$ cat config.mk
export PLATFORM = sky130hd
export DESIGN_NAME = cpu_alu_with_flags_top
export DESIGN_NICKNAME = d
export VERILOG_FILES = /design/src/rtl/cpualu_pkg.sv /design/src/rtl/cpu_alu_with_flags_top.sv
export SDC_FILE = /design/constraint.sdc
export NUM_CORES = 1
export LEC_CHECK = 0
export BUFFER_PORTS_ARGS = -buffer_cell sky130_fd_sc_hd__buf_2
export CAP_MARGIN = 30
export CORE_ASPECT_RATIO = 1.2
export CORE_MARGIN = 1
export CORE_UTILIZATION = 44
export CTS_CLUSTER_DIAMETER = 200
export DETAILED_ROUTE_END_ITERATION = 10
export GPL_TIMING_DRIVEN = 0
export PLACE_DENSITY_LB_ADDON = 0.12
export SLEW_MARGIN = 40
export SYNTH_ARGS = -nofsm -noshare
export SYNTH_HDL_FRONTEND = slang
export SYNTH_SLANG_ARGS = --single-unit
$ cat constraint.sdc
create_clock -name clk_i -period 4.4 [get_ports clk_i]
set_clock_uncertainty 0.05 [all_clocks]
set_input_delay 0.44 -clock clk_i [delete_from_list [all_inputs] [get_ports clk_i]]
set_output_delay 0.44 -clock clk_i [all_outputs]
set_load 0.02 [all_outputs]
$ cat src/rtl/cpualu_pkg.sv
package cpualu_pkg;

  localparam int unsigned InWidth       = 45;
  localparam int unsigned InTdataWidth  = 48;
  localparam int unsigned OutWidth      = 21;
  localparam int unsigned OutTdataWidth = 24;

  typedef enum logic [5:0] {
    FN_ADD    = 6'd0,
    FN_ADC    = 6'd1,
    FN_SUB    = 6'd2,
    FN_SBC    = 6'd3,
    FN_AND    = 6'd4,
    FN_XOR    = 6'd5,
    FN_OR     = 6'd6,
    FN_CP     = 6'd7,
    FN_INC8   = 6'd8,
    FN_DEC8   = 6'd9,
    FN_RLC    = 6'd10,
    FN_RRC    = 6'd11,
    FN_RL     = 6'd12,
    FN_RR     = 6'd13,
    FN_SLA    = 6'd14,
    FN_SRA    = 6'd15,
    FN_SWAP   = 6'd16,
    FN_SRL    = 6'd17,
    FN_BIT    = 6'd18,
    FN_RES    = 6'd19,
    FN_SET    = 6'd20,
    FN_RLCA   = 6'd21,
    FN_RRCA   = 6'd22,
    FN_RLA    = 6'd23,
    FN_RRA    = 6'd24,
    FN_DAA    = 6'd25,
    FN_CPL    = 6'd26,
    FN_SCF    = 6'd27,
    FN_CCF    = 6'd28,
    FN_ADD16  = 6'd29,
    FN_ADDSPE = 6'd30,
    FN_INC16  = 6'd31,
    FN_DEC16  = 6'd32
  } func_e;

  // first member sits in the top bits
  typedef struct packed {
    logic        carry_in;
    logic        half_carry_in;
    logic        subtract_in;
    logic        zero_in;
    logic [2:0]  bit_index;
    logic [15:0] rhs_value;
    logic [15:0] lhs_value;
    logic [5:0]  func;
  } alu_in_t;

  typedef struct packed {
    logic        carry_out;
    logic        half_carry_out;
    logic        subtract_out;
    logic        zero_out;
    logic        write_result;
    logic [15:0] result;
  } alu_out_t;

endpackage

$ cat src/rtl/cpu_alu_with_flags_top.sv
// Flag-producing ALU of an 8-bit handheld-console processor on stream ports.
// Each beat carries one operation; the block returns one result beat for it
// once it has passed the input register and then the result register, and it
// takes a new beat on every clock while the output side keeps tready high. The
// single combinational pass between the two registers (an 8- or 16-bit add and
// a zero detect) sets the clock. Unused operation codes give a zero result, no
// write-back and all flags passed through.
module cpu_alu_with_flags_top (
  input  logic                                   clk_i,
  input  logic                                   rst_ni,
  input  logic                                   s_axis_tvalid_i,
  output logic                                   s_axis_tready_o,
  // func, lhs_value, rhs_value, bit_index, zero_in, subtract_in,
  // half_carry_in, carry_in, zero pad
  input  logic [cpualu_pkg::InTdataWidth-1:0]    s_axis_tdata_i,
  output logic                                   m_axis_tvalid_o,
  input  logic                                   m_axis_tready_i,
  // result, write_result, zero_out, subtract_out, half_carry_out,
  // carry_out, zero pad
  output logic [cpualu_pkg::OutTdataWidth-1:0]   m_axis_tdata_o
);
  import cpualu_pkg::*;

  alu_in_t  in_q;
  logic     in_valid_q;
  alu_out_t out_q, out_d;
  logic     out_valid_q;
  logic     out_ready, in_ready;

  assign out_ready       = !out_valid_q || m_axis_tready_i;
  assign in_ready        = !in_valid_q || out_ready;
  assign s_axis_tready_o = in_ready;

  always_ff @(posedge clk_i or negedge rst_ni) begin
    if (!rst_ni) begin
      in_valid_q  <= 1'b0;
      out_valid_q <= 1'b0;
    end else begin
      if (in_ready) begin
        in_valid_q <= s_axis_tvalid_i;
      end
      if (out_ready) begin
        out_valid_q <= in_valid_q;
      end
    end
  end

  always_ff @(posedge clk_i) begin
    if (in_ready && s_axis_tvalid_i) begin
      in_q <= alu_in_t'(s_axis_tdata_i[InWidth-1:0]);
    end
    if (out_ready && in_valid_q) begin
      out_q <= out_d;
    end
  end

  logic [7:0]  x, y;
  logic        ci, bin;
  logic [8:0]  sum9, diff9;
  logic [4:0]  hsum, hdiff;
  logic [16:0] sum17;
  logic [12:0] sum13;
  logic [15:0] sp_sum;
  logic [8:0]  sp_lo;
  logic [4:0]  sp_nib;
  logic        daa_hi, daa_lo, daa_c;
  logic [7:0]  daa_adj, daa_r;
  logic [7:0]  bit_mask;
  logic [15:0] res;
  logic        wr, zf, nf, hf, cf, zfr;

  assign x        = in_q.lhs_value[7:0];
  assign y        = in_q.rhs_value[7:0];
  assign ci       = (in_q.func == FN_ADC) && in_q.carry_in;
  assign bin      = (in_q.func == FN_SBC) && in_q.carry_in;
  assign sum9     = {1'b0, x} + {1'b0, y} + {8'd0, ci};
  assign hsum     = {1'b0, x[3:0]} + {1'b0, y[3:0]} + {4'd0, ci};
  assign diff9    = {1'b0, x} - {1'b0, y} - {8'd0, bin};
  assign hdiff    = {1'b0, x[3:0]} - {1'b0, y[3:0]} - {4'd0, bin};
  assign sum17    = {1'b0, in_q.lhs_value} + {1'b0, in_q.rhs_value};
  assign sum13    = {1'b0, in_q.lhs_value[11:0]} + {1'b0, in_q.rhs_value[11:0]};
  assign sp_sum   = in_q.lhs_value + {{8{y[7]}}, y};
  assign sp_lo    = {1'b0, in_q.lhs_value[7:0]} + {1'b0, y};
  assign sp_nib   = {1'b0, in_q.lhs_value[3:0]} + {1'b0, y[3:0]};
  assign bit_mask = 8'd1 << in_q.bit_index;

  // decimal adjust
  always_comb begin
    daa_hi = in_q.carry_in || (x > 8'h99);
    daa_lo = in_q.half_carry_in || (x[3:0] > 4'h9);
    if (!in_q.subtract_in) begin
      daa_adj = (daa_hi ? 8'h60 : 8'h00) + (daa_lo ? 8'h06 : 8'h00);
      daa_r   = x + daa_adj;
      daa_c   = daa_hi;
    end else begin
      daa_adj = (in_q.half_carry_in ? 8'h06 : 8'h00) + (in_q.carry_in ? 8'h60 : 8'h00);
      daa_r   = x - daa_adj;
      daa_c   = in_q.carry_in;
    end
  end

  always_comb begin
    res = 16'd0;
    wr  = 1'b1;
    zf  = in_q.zero_in;
    nf  = in_q.subtract_in;
    hf  = in_q.half_carry_in;
    cf  = in_q.carry_in;
    zfr = 1'b0;
    unique case (in_q.func)
      FN_ADD, FN_ADC: begin
        res = {8'd0, sum9[7:0]}; nf = 1'b0; hf = hsum[4]; cf = sum9[8]; zfr = 1'b1;
      end
      FN_SUB, FN_SBC: begin
        res = {8'd0, diff9[7:0]}; nf = 1'b1; hf = hdiff[4]; cf = diff9[8]; zfr = 1'b1;
      end
      FN_CP: begin
        wr = 1'b0; nf = 1'b1; hf = hdiff[4]; cf = diff9[8]; zf = (diff9[7:0] == 8'd0);
      end
      FN_AND: begin
        res = {8'd0, x & y}; nf = 1'b0; hf = 1'b1; cf = 1'b0; zfr = 1'b1;
      end
      FN_XOR: begin
        res = {8'd0, x ^ y}; nf = 1'b0; hf = 1'b0; cf = 1'b0; zfr = 1'b1;
      end
      FN_OR: begin
        res = {8'd0, x | y}; nf = 1'b0; hf = 1'b0; cf = 1'b0; zfr = 1'b1;
      end
      FN_INC8: begin
        res = {8'd0, x + 8'd1}; nf = 1'b0; hf = (x[3:0] == 4'hF); zfr = 1'b1;
      end
      FN_DEC8: begin
        res = {8'd0, x - 8'd1}; nf = 1'b1; hf = (x[3:0] == 4'h0); zfr = 1'b1;
      end
      FN_RLC: begin
        res = {8'd0, x[6:0], x[7]}; cf = x[7]; nf = 1'b0; hf = 1'b0; zfr = 1'b1;
      end
      FN_RRC: begin
        res = {8'd0, x[0], x[7:1]}; cf = x[0]; nf = 1'b0; hf = 1'b0; zfr = 1'b1;
      end
      FN_RL: begin
        res = {8'd0, x[6:0], in_q.carry_in}; cf = x[7]; nf = 1'b0; hf = 1'b0; zfr = 1'b1;
      end
      FN_RR: begin
        res = {8'd0, in_q.carry_in, x[7:1]}; cf = x[0]; nf = 1'b0; hf = 1'b0; zfr = 1'b1;
      end
      FN_SLA: begin
        res = {8'd0, x[6:0], 1'b0}; cf = x[7]; nf = 1'b0; hf = 1'b0; zfr = 1'b1;
      end
      FN_SRA: begin
        res = {8'd0, x[7], x[7:1]}; cf = x[0]; nf = 1'b0; hf = 1'b0; zfr = 1'b1;
      end
      FN_SWAP: begin
        res = {8'd0, x[3:0], x[7:4]}; nf = 1'b0; hf = 1'b0; cf = 1'b0; zfr = 1'b1;
      end
      FN_SRL: begin
        res = {8'd0, 1'b0, x[7:1]}; cf = x[0]; nf = 1'b0; hf = 1'b0; zfr = 1'b1;
      end
      FN_BIT: begin
        wr = 1'b0; zf = !(|(x & bit_mask)); nf = 1'b0; hf = 1'b1;
      end
      FN_RES: res = {8'd0, x & ~bit_mask};
      FN_SET: res = {8'd0, x | bit_mask};
      FN_RLCA: begin
        res = {8'd0, x[6:0], x[7]}; cf = x[7]; nf = 1'b0; hf = 1'b0; zf = 1'b0;
      end
      FN_RRCA: begin
        res = {8'd0, x[0], x[7:1]}; cf = x[0]; nf = 1'b0; hf = 1'b0; zf = 1'b0;
      end
      FN_RLA: begin
        res = {8'd0, x[6:0], in_q.carry_in}; cf = x[7]; nf = 1'b0; hf = 1'b0; zf = 1'b0;
      end
      FN_RRA: begin
        res = {8'd0, in_q.carry_in, x[7:1]}; cf = x[0]; nf = 1'b0; hf = 1'b0; zf = 1'b0;
      end
      FN_DAA: begin
        res = {8'd0, daa_r}; cf = daa_c; hf = 1'b0; zfr = 1'b1;
      end
      FN_CPL: begin
        res = {8'd0, ~x}; nf = 1'b1; hf = 1'b1;
      end
      FN_SCF: begin
        wr = 1'b0; nf = 1'b0; hf = 1'b0; cf = 1'b1;
      end
      FN_CCF: begin
        wr = 1'b0; nf = 1'b0; hf = 1'b0; cf = !in_q.carry_in;
      end
      FN_ADD16: begin
        res = sum17[15:0]; nf = 1'b0; hf = sum13[12]; cf = sum17[16];
      end
      FN_ADDSPE: begin
        res = sp_sum; zf = 1'b0; nf = 1'b0; hf = sp_nib[4]; cf = sp_lo[8];
      end
      FN_INC16: res = in_q.lhs_value + 16'd1;
      FN_DEC16: res = in_q.lhs_value - 16'd1;
      default: wr = 1'b0;
    endcase
    if (zfr) begin
      zf = (res == 16'd0);
    end
  end

  always_comb begin
    out_d.result         = res;
    out_d.write_result   = wr;
    out_d.zero_out       = zf;
    out_d.subtract_out   = nf;
    out_d.half_carry_out = hf;
    out_d.carry_out      = cf;
  end

  assign m_axis_tvalid_o = out_valid_q;
  assign m_axis_tdata_o  = {{(OutTdataWidth - OutWidth){1'b0}}, out_q};

endmodule

==> results of run 1 <==
-- final timing paths --
| kind | startpoint | end | depth (start not counted) | slack (ns) |
|---|---|---|---|---|
| min in group asynchronous | rst_ni | in_valid_q | 2 | 0.35 |
| max reg2reg | in_q[1] | m_axis_tdata_o[17] | 16 | 0.16 |
| min | s_axis_tdata_i[17] | in_q[17] | 1 | 0.21 |
| min reg2reg | in_valid_q | m_axis_tvalid_o | 1 | 0.44 |
| max | in_q[1] | m_axis_tdata_o[17] | 16 | 0.16 |
| max in group asynchronous | rst_ni | m_axis_tvalid_o | 2 | 3.86 |
-- through the flow --
stage	instances	setup WS, ns
finish	1162	0.164
global route	1162	-0.0230
CTS	1155	0.00849
detailed placement	1131	-0.815
global placement	1130	-1.18
floorplan	847	0.209
-- flip-flops by register name, indices dropped and copies added (netlist names) --
name	count
in_q	45
in_valid_q	1
m_axis_tdata_o	21
m_axis_tvalid_o	1
-- synthesized netlist by cell type (10+ instances only) --
cell | number | area share (%)
sky130_fd_sc_hd__o22ai_1 | 14 | 1.2
sky130_fd_sc_hd__nor3_1 | 29 | 2.0
sky130_fd_sc_hd__a21oi_1 | 62 | 4.2
sky130_fd_sc_hd__nor3b_1 | 10 | 1.0
sky130_fd_sc_hd__nor2_1 | 50 | 2.6
sky130_fd_sc_hd__nand2b_1 | 22 | 1.9
sky130_fd_sc_hd__and2_1 | 10 | 0.86
sky130_fd_sc_hd__edfxtp_1 | 66 | 27
sky130_fd_sc_hd__inv_1 | 42 | 2.2
sky130_fd_sc_hd__a21o_1 | 11 | 1.1
sky130_fd_sc_hd__xnor2_1 | 32 | 3.8
sky130_fd_sc_hd__xor2_1 | 23 | 2.8
sky130_fd_sc_hd__o211ai_1 | 12 | 1.2
sky130_fd_sc_hd__nand2_1 | 55 | 2.8
sky130_fd_sc_hd__nand4_1 | 11 | 0.94
sky130_fd_sc_hd__nor2b_1 | 25 | 2.1
sky130_fd_sc_hd__ha_1 | 71 | 12
sky130_fd_sc_hd__clkbuf_1 | 42 | 2.2
sky130_fd_sc_hd__o21ai_0 | 41 | 2.8
sky130_fd_sc_hd__nand3_1 | 28 | 1.9
sky130_fd_sc_hd__a211oi_1 | 11 | 1.1
-- cell families (layout without fill, tap and decap cells) --
group | count (synthesis) | after routing
AND/OR/NAND/NOR | 302 | 302
AO/OA/AOI/OAI | 245 | 245
buffers and inverters | 92 | 195
adder cells (fa/ha/maj) | 77 | 77
flip-flops | 68 | 68
XOR/XNOR | 55 | 55
multiplexers | 5 | 5
other | 1 | 3
-- repair_timing --
item                                   in CTS  in global routing
pin swaps                                   1                  5
setup endpoints to repair                  16                  8
buffers inserted                            8                  7
endpoints found under the hold margin       2                  0
hold buffers                                1                  0
resized for setup                          21                 40
-- final cells by class --
cell class / instances / area share, %
Timing Repair Buffer: 89 / 5.98
Multi-Input combinational cell: 687 / 59.3
Clock inverter: 5 / 0.351
Tap cell: 212 / 3.10
Clock buffer: 11 / 2.72
Buffer: 48 / 2.84
Sequential cell: 68 / 23.8
Inverter: 42 / 1.93
-- metal layers --
layer	wire length, um	up-vias
met5	0	-
met4	1900	0
met3	1670	100
met2	11700	322
met1	10500	3379
li1	-	3394
-- power groups by stage --
stage / registers (W) / clock network (W) / logic, W
CTS: 0.000814 / 0.000682 / 0.000844
global placement: 0.000834 / 0 / 0.000811
finish: 0.000809 / 0.000667 / 0.000887
floorplan: 0.000841 / 0 / 0.000559
global route: 0.000814 / 0.000700 / 0.000959
detailed placement: 0.000833 / 0 / 0.000822
==> impl_summary.md, run 1 <==
Final layout
The area of the multi-input gates is 5060 um2. The sequential standard cell area is 2030 um2. The leading cell type in the layout, fill and taps excluded is sky130_fd_sc_hd__buf_2. The finished cells cover 8540 um2. The library cells used most frequently in the layout, excluding fill and tap cells, are sky130_fd_sc_hd__buf_2 (73), sky130_fd_sc_hd__ha_1 (71), sky130_fd_sc_hd__edfxtp_1 (66), sky130_fd_sc_hd__a21oi_1 (59), sky130_fd_sc_hd__nand2_1 (52).

The filler cell count in the final layout is 1634. The final core area utilization is 52.7%. The growth of design area from synthesis to finish is 16.9%.

The net count of the finished layout is 1074. In the final layout, the share of cells above drive strength 1 is 17.6%. The antenna diode count is 0.

CTS
The H-tree was split into 3 levels. TritonCTS built the clock tree. The source-to-sink clock delay at the later pin of the worst-skew pair is 0.35 ns. The root cell of the clock tree is sky130_fd_sc_hd__clkbuf_16.

The number of sinks driven by the clock tree is 68. The clock transition time at the flip-flop clock pins of the worst setup and hold paths is 0.06 ns. Buffers inserted during clock tree synthesis total 9. Counting along the longest clock path gives a buffer depth of 2.

Pwr
Summed over all nets, the switching power comes to 0.000872 W. VDD sags by at most 0.000192 V. The fraction of power consumed by combinational cells is 37.5%. The total power after layout is 0.00236 W.

The proportion of power drawn by flip-flops and latches is 34.2%. The switching share of power is 36.9%. The total leakage power is 3.44 nW.

The internal portion of total power is 0.00149 W. The clock share of power is 28.2%. The cell area power density is 277 nW/um2.

GRT
The met1 usage is 37.4%. The number of global-route vias before repair is 6849. For this run, the total global-route usage over all layers was measured as 30.7%. The met3 capacity usage during global routing is 4.27%. The overflow left after global routing is 0. The wire length of the first global-routing pass is 39200 um. The met2 usage in global routing is 49.4%. The layer flagged by global routing as most heavily used is met2.

The pin count of the biggest net entering global routing is 25. The initial antenna violation count is 0.

Yosys
The share of synthesized flip-flops with an asynchronous set or reset is 2.94%. The netlist area before placement is 7310 um2. For this run, the leading register cell type out of synthesis is sky130_fd_sc_hd__edfxtp_1.

Summing the areas of all fa, ha and maj instances in the mapped netlist gives 13.8% of the synthesized area. The post-synthesis cell count is 845. Sequential cells were found to cover 27.8% of the synthesized design area. The synthesized netlist devotes 23.0% of its cell area to compound gates. After Yosys synthesis, and, or, nand and nor cells account for 23.0% of the synthesized area.

The mux share of post-synthesis cell area is 0.719%. In this run, distinct cell masters in the synthesized netlist total 79. The fraction of synthesized cell area in xor and xnor cells is 6.59%. The number of flops mapped to enable cells by yosys is 66. After synthesis the netlist holds a flip-flop and latch count of 68.

The largest family of logic cells by synthesized area is simple AND/OR/NAND/NOR gates. The Yosys step of the flow raised 0 warnings. The average instance in the mapped netlist occupies 8.65 um2.

Route
The residual antenna-violating net count after detailed routing is 0. The routed wire length per instance is 22.2 um. The number of vias per cell is 6.19. In the routed design, unresolved DRC markers number 0. Across all layers, the routed design uses 7195 vias. The routed wire length is 25800 um. The number of design-rule violations left by the first detailed-router iteration is 552. The detailed-router iteration count before antenna repair is 5.

Critical path
Broken down by cell family, the worst path's largest delay share belongs to simple AND/OR/NAND/NOR gates. The critical path arrival is 4.36 ns. The signal on the critical path passes through clkbuf_4 > buf_4 > clkbuf_4 > nand2_2 > nor3_4 > or3b_2 > ha_1 > fa_1 > nand2b_1 > a211oi_2 > o21a_1 > o21ai_0 > nor2b_1 > a221oi_2 > nand4b_1 > o32ai_2. The stage delay of the slowest cell on the critical path is 0.45 ns.

The buffers plus inverters on the worst setup path is 3. The critical path in this run is classified as reg -> reg. The launching element type of the critical path is a flip-flop. The endpoint type of the worst setup path is a flip-flop.

Of all nets on the critical path, the largest fanout is 10. The cell that appears most often on the critical path is sky130_fd_sc_hd__clkbuf_4. The worst endpoint required time is 4.53 ns. The slowest stage of the critical path is the sky130_fd_sc_hd__or3b_2 cell.

Placement
After legalization and detailed placement, the total HPWL measured 19900 um. The number of I/O port buffers is 71. The congestion estimate from routability-driven global placement came to 1.04. Summing all placed instances gives a cell area of 8010 um2.

Floorplanning
The full die area is 17100 um2. The site row count is 51. The die extent in y is 143 um. For this design the top-level I/O count stands at 78.

In this run the standard cell core region covers 16200 um2. The floorplan step set the die width to 120 um. The effective utilization at floorplan is 45.1%.

Timing
Setup repair after global routing could not meet its margin everywhere. The number of setup violations in the final report is 0. The tightest hold margin is 0.207 ns. The fmax is 236 MHz. The hold violation total from the final report was 0. The sum of negative setup slack is 0 ns. The relative slew slack is 40.1%. The number of pins exceeding their max-slew limit in the final report is 0. Of the available clock period, the critical path in the final layout requires 96.3%.

At the pin with the least slew margin, the transition time is 0.894 ns. The routed design could run at a clock period as short as 4.24 ns.

Outcome
The run finished with clean final reports.

Run
The tool flagged a number of max-cap violations equal to 0.

Worst hold path
The worst hold-check path type is in -> reg.
(Power assumes the default switching activity.)
==> run 2: changes to the inputs <==
CORE_UTILIZATION = 25   (was 44)
==> impl_summary.md, run 2 (synthesis results as in run 1) <==
Outcome
The run finished with clean final reports.

Critical path
The critical register-to-register path endpoint is m_axis_tdata_o[17]. The top fanout value on the critical path is 10. The worst setup path is captured at a flip-flop.

The number of buffers and inverters on the critical path is 4. The stage delay of the slowest cell on the critical path is 0.61 ns. The worst endpoint required time is 4.53 ns.

The depth of the worst register-to-register path is 16. On the critical path the largest part of the delay comes from simple AND/OR/NAND/NOR gates. The worst reg-to-reg setup slack is 0.16 ns.

The critical path goes through clkbuf_2 > clkbuf_2 > nand2_2 > nor3_4 > buf_6 > a21o_1 > inv_1 > ha_1 > and3b_1 > o211ai_1 > and3b_1 > xor2_1 > nor2_1 > or4_4 > nand4bb_1 > o32ai_2. The slowest stage of the critical path is the sky130_fd_sc_hd__or4_4 cell. The worst setup path is of the reg -> reg kind. STA classifies the critical path startpoint as a flip-flop.

At the worst endpoint, the arrival time is 4.37 ns. The startpoint identified for the worst register-to-register timing path is in_q[0].

Worst hold path
Along the worst hold path, the cell count comes to 1. The path with the worst hold slack has its endpoint at in_q[33]. The startpoint identified for the worst hold timing path is s_axis_tdata_i[33]. The worst hold-check path type is in -> reg.

Placement
The global placement routability congestion is 0.940. The number of I/O port buffers is 71. The number of placed instances, taps included, is 1307.

The HPWL after detailed placement is 23300 um. The placement-stage worst setup slack is -0.972 ns.

Timing
Setup repair after global routing left no endpoint under its margin. The number of pins exceeding their max-slew limit in the final report is 0. After routing, the total negative slack on setup checks comes to 0 ns.

The hold violation total from the final report is 0. For the pin with the worst max-slew slack, the measured transition is 0.795 ns. The minimum clock period after layout is 4.24 ns. Dividing the final minimum period by the clock period gives 96.4%. The setup slack after layout is 0.160 ns. The fmax is 236 MHz. The relative slew slack is 46.7%. Setup violations remaining at the end of the flow were counted as 0.

Pwr
VDD sags by at most 0.000173 V. The share of total power dissipated in the clock network is 30.0%. The internal portion of total power is 0.00156 W. Summed over all nets, the switching power comes to 0.000921 W. The proportion of power drawn by flip-flops and latches is 32.6%. For this design the static power due to leakage is 3.50 nW. In this run the power density over the cells is 279 nW/um2.

The switching share of power is 37.1%. The fraction of power consumed by combinational cells is 37.4%.

Route
The first detailed-routing pass ran for 7 iterations. The routed layout has 7173 vias. After detailed routing, the number of vias per cell comes to 5.36. For this run, design rule violations remaining after detail routing come to 0. For this block, the initial DRC count from the detailed router was 429.

After detailed routing, the average wire length per cell comes to 22.4 um. The routed wire length is 30000 um. The count of nets left with antenna violations once routing finished came out at 0.

Final layout
The growth of design area from synthesis to finish is 22.0%. Cells with a size suffix above 1 make up 19.5% of the layout. The register with the most flip-flops in the layout has 45 of them. The leading cell type in the layout, fill and taps excluded is sky130_fd_sc_hd__buf_2.

The register with the most flip-flops is in_q. Leaving out filler cells and counting taps, the final layout contains 1339. The antenna diode count is 0. The filler cells instantiated in the layout total 3130. After the last flow step, the layout net total stands at 1078. In the layout the commonest cells are sky130_fd_sc_hd__buf_2 (75), sky130_fd_sc_hd__ha_1 (71), sky130_fd_sc_hd__edfxtp_1 (66), sky130_fd_sc_hd__a21oi_1 (57), sky130_fd_sc_hd__nand2_1 (52).

GRT
The overall fraction of global-route tracks in use is 20.7%. The number of global-route vias before repair came to 7153. Summed over all layers, the global routing overflow is 0.

The pin count of the biggest net entering global routing is 30. The met2 usage in global routing is 34.8%. The met1 usage is 25.1%. The busiest metal layer after global routing is met2. The first global-routing pass estimated 45100 um of wire. For this run, global-route usage on met3 was measured as 3.32%. The initial antenna violation count is 0.

CTS
For the worst-skew pair, the clock arrives at the later sink with an insertion delay of 0.36 ns. The number of sinks driven by the clock tree is 68. The longest clock path from root to sink contains 2 buffers. The clock transition time at the flip-flop clock pins of the worst setup and hold paths is 0.06 ns.

The root buffer cell chosen for the clock tree is sky130_fd_sc_hd__clkbuf_16. The number of buffers created by CTS is 9. TritonCTS built the clock tree. The clock tree synthesis step divided the H-tree into 3 levels.

Floorplanning
The site row count is 68. Measured along the x axis, the die boundary spans 158 um. The full die area is 29900 um2. The number of primary I/O pins is 78. After floorplanning, the core was sized to cover 28800 um2. The initial utilization of the core area, before any placement, comes to 25.4%. The die is 189 um tall.

Run
Across the run, the number of max-cap violations was 0.
run 2: changes by cell type in the layout (fill, tap and decap cells not counted), sizes merged:
cell / previous run / this run
clkinvlp: 4 / 5
clkbuf: 50 / 44
buf: 97 / 105
bufinv: 0 / 1
run 2: what timing repair did:
action | in CTS | in global routing
buffers inserted | 8 | 10
gates resized for setup | 33 | 49
pin swaps | 2 | 10
hold buffers | 1 | 0
cloned | 0 | 0
setup endpoints to repair | 16 | 7
hold endpoints to repair | 2 | 0
run 2: power by group through the flow:
stage	registers, W	clock network [W]	logic (W)
global placement	0.000840	0	0.000848
detailed placement	0.000837	0	0.000854
floorplan	0.000841	0	0.000559
global route	0.000816	0.000798	0.00101
finish	0.000810	0.000744	0.000929
CTS	0.000813	0.000772	0.000893
run 2: worst reg2reg max path: stages (launching register included):
cell,delay (ns)
sky130_fd_sc_hd__edfxtp_1,0.37
sky130_fd_sc_hd__clkbuf_2,0.25
sky130_fd_sc_hd__clkbuf_2,0.27
sky130_fd_sc_hd__nand2_2,0.14
sky130_fd_sc_hd__nor3_4,0.44
sky130_fd_sc_hd__buf_6,0.19
sky130_fd_sc_hd__a21o_1,0.13
sky130_fd_sc_hd__inv_1,0.05
sky130_fd_sc_hd__ha_1,0.25
sky130_fd_sc_hd__and3b_1,0.19
sky130_fd_sc_hd__o211ai_1,0.18
sky130_fd_sc_hd__and3b_1,0.21
sky130_fd_sc_hd__xor2_1,0.17
sky130_fd_sc_hd__nor2_1,0.08
sky130_fd_sc_hd__or4_4,0.61
sky130_fd_sc_hd__nand4bb_1,0.22
sky130_fd_sc_hd__o32ai_2,0.26
run 2: area by class of cell:
cell class,count,area (um2),area share [%]
plain buffers,47,264,2.96
clock buffers,9,225,2.53
clock inverters,7,66.3,0.744
inverters,42,169,1.90
multi-input cells,687,5130,57.6
flip-flops and latches,68,2030,22.8
well taps,385,482,5.41
repair buffers,94,542,6.08
run 2: worst max path at each step:
stage / slack, ns / start / cells past startpoint / end
floorplan: 0.21 / in_q[1] / 16 / m_axis_tdata_o[17]
global placement: -1.40 / in_q[1] / 16 / m_axis_tdata_o[17]
detailed placement: -0.97 / in_q[1] / 16 / m_axis_tdata_o[17]
CTS: 0.003 / in_q[5] / 15 / m_axis_tdata_o[17]
global route: 0.0002 / in_q[0] / 16 / m_axis_tdata_o[17]
finish: 0.16 / in_q[0] / 16 / m_axis_tdata_o[17]
run 2: routing by layer:
layer / routed length (um) / vias up
li1: - / 3408
met1: 12500 / 3451
met2: 14500 / 245
met3: 1370 / 69
met4: 1610 / 0
met5: 0 / -
run 2: stage by stage:
step                area (um2)  util (%)  hold slack, ns  total power (W)
floorplan                 7310         -          0.0944          0.00140
global placement          8150      28.3           0.180          0.00169
detailed placement        8250      28.7           0.181          0.00169
CTS                       8710      30.3           0.190          0.00248
global route              8910      31.0           0.190          0.00263
finish                    8910      31.0           0.203          0.00248
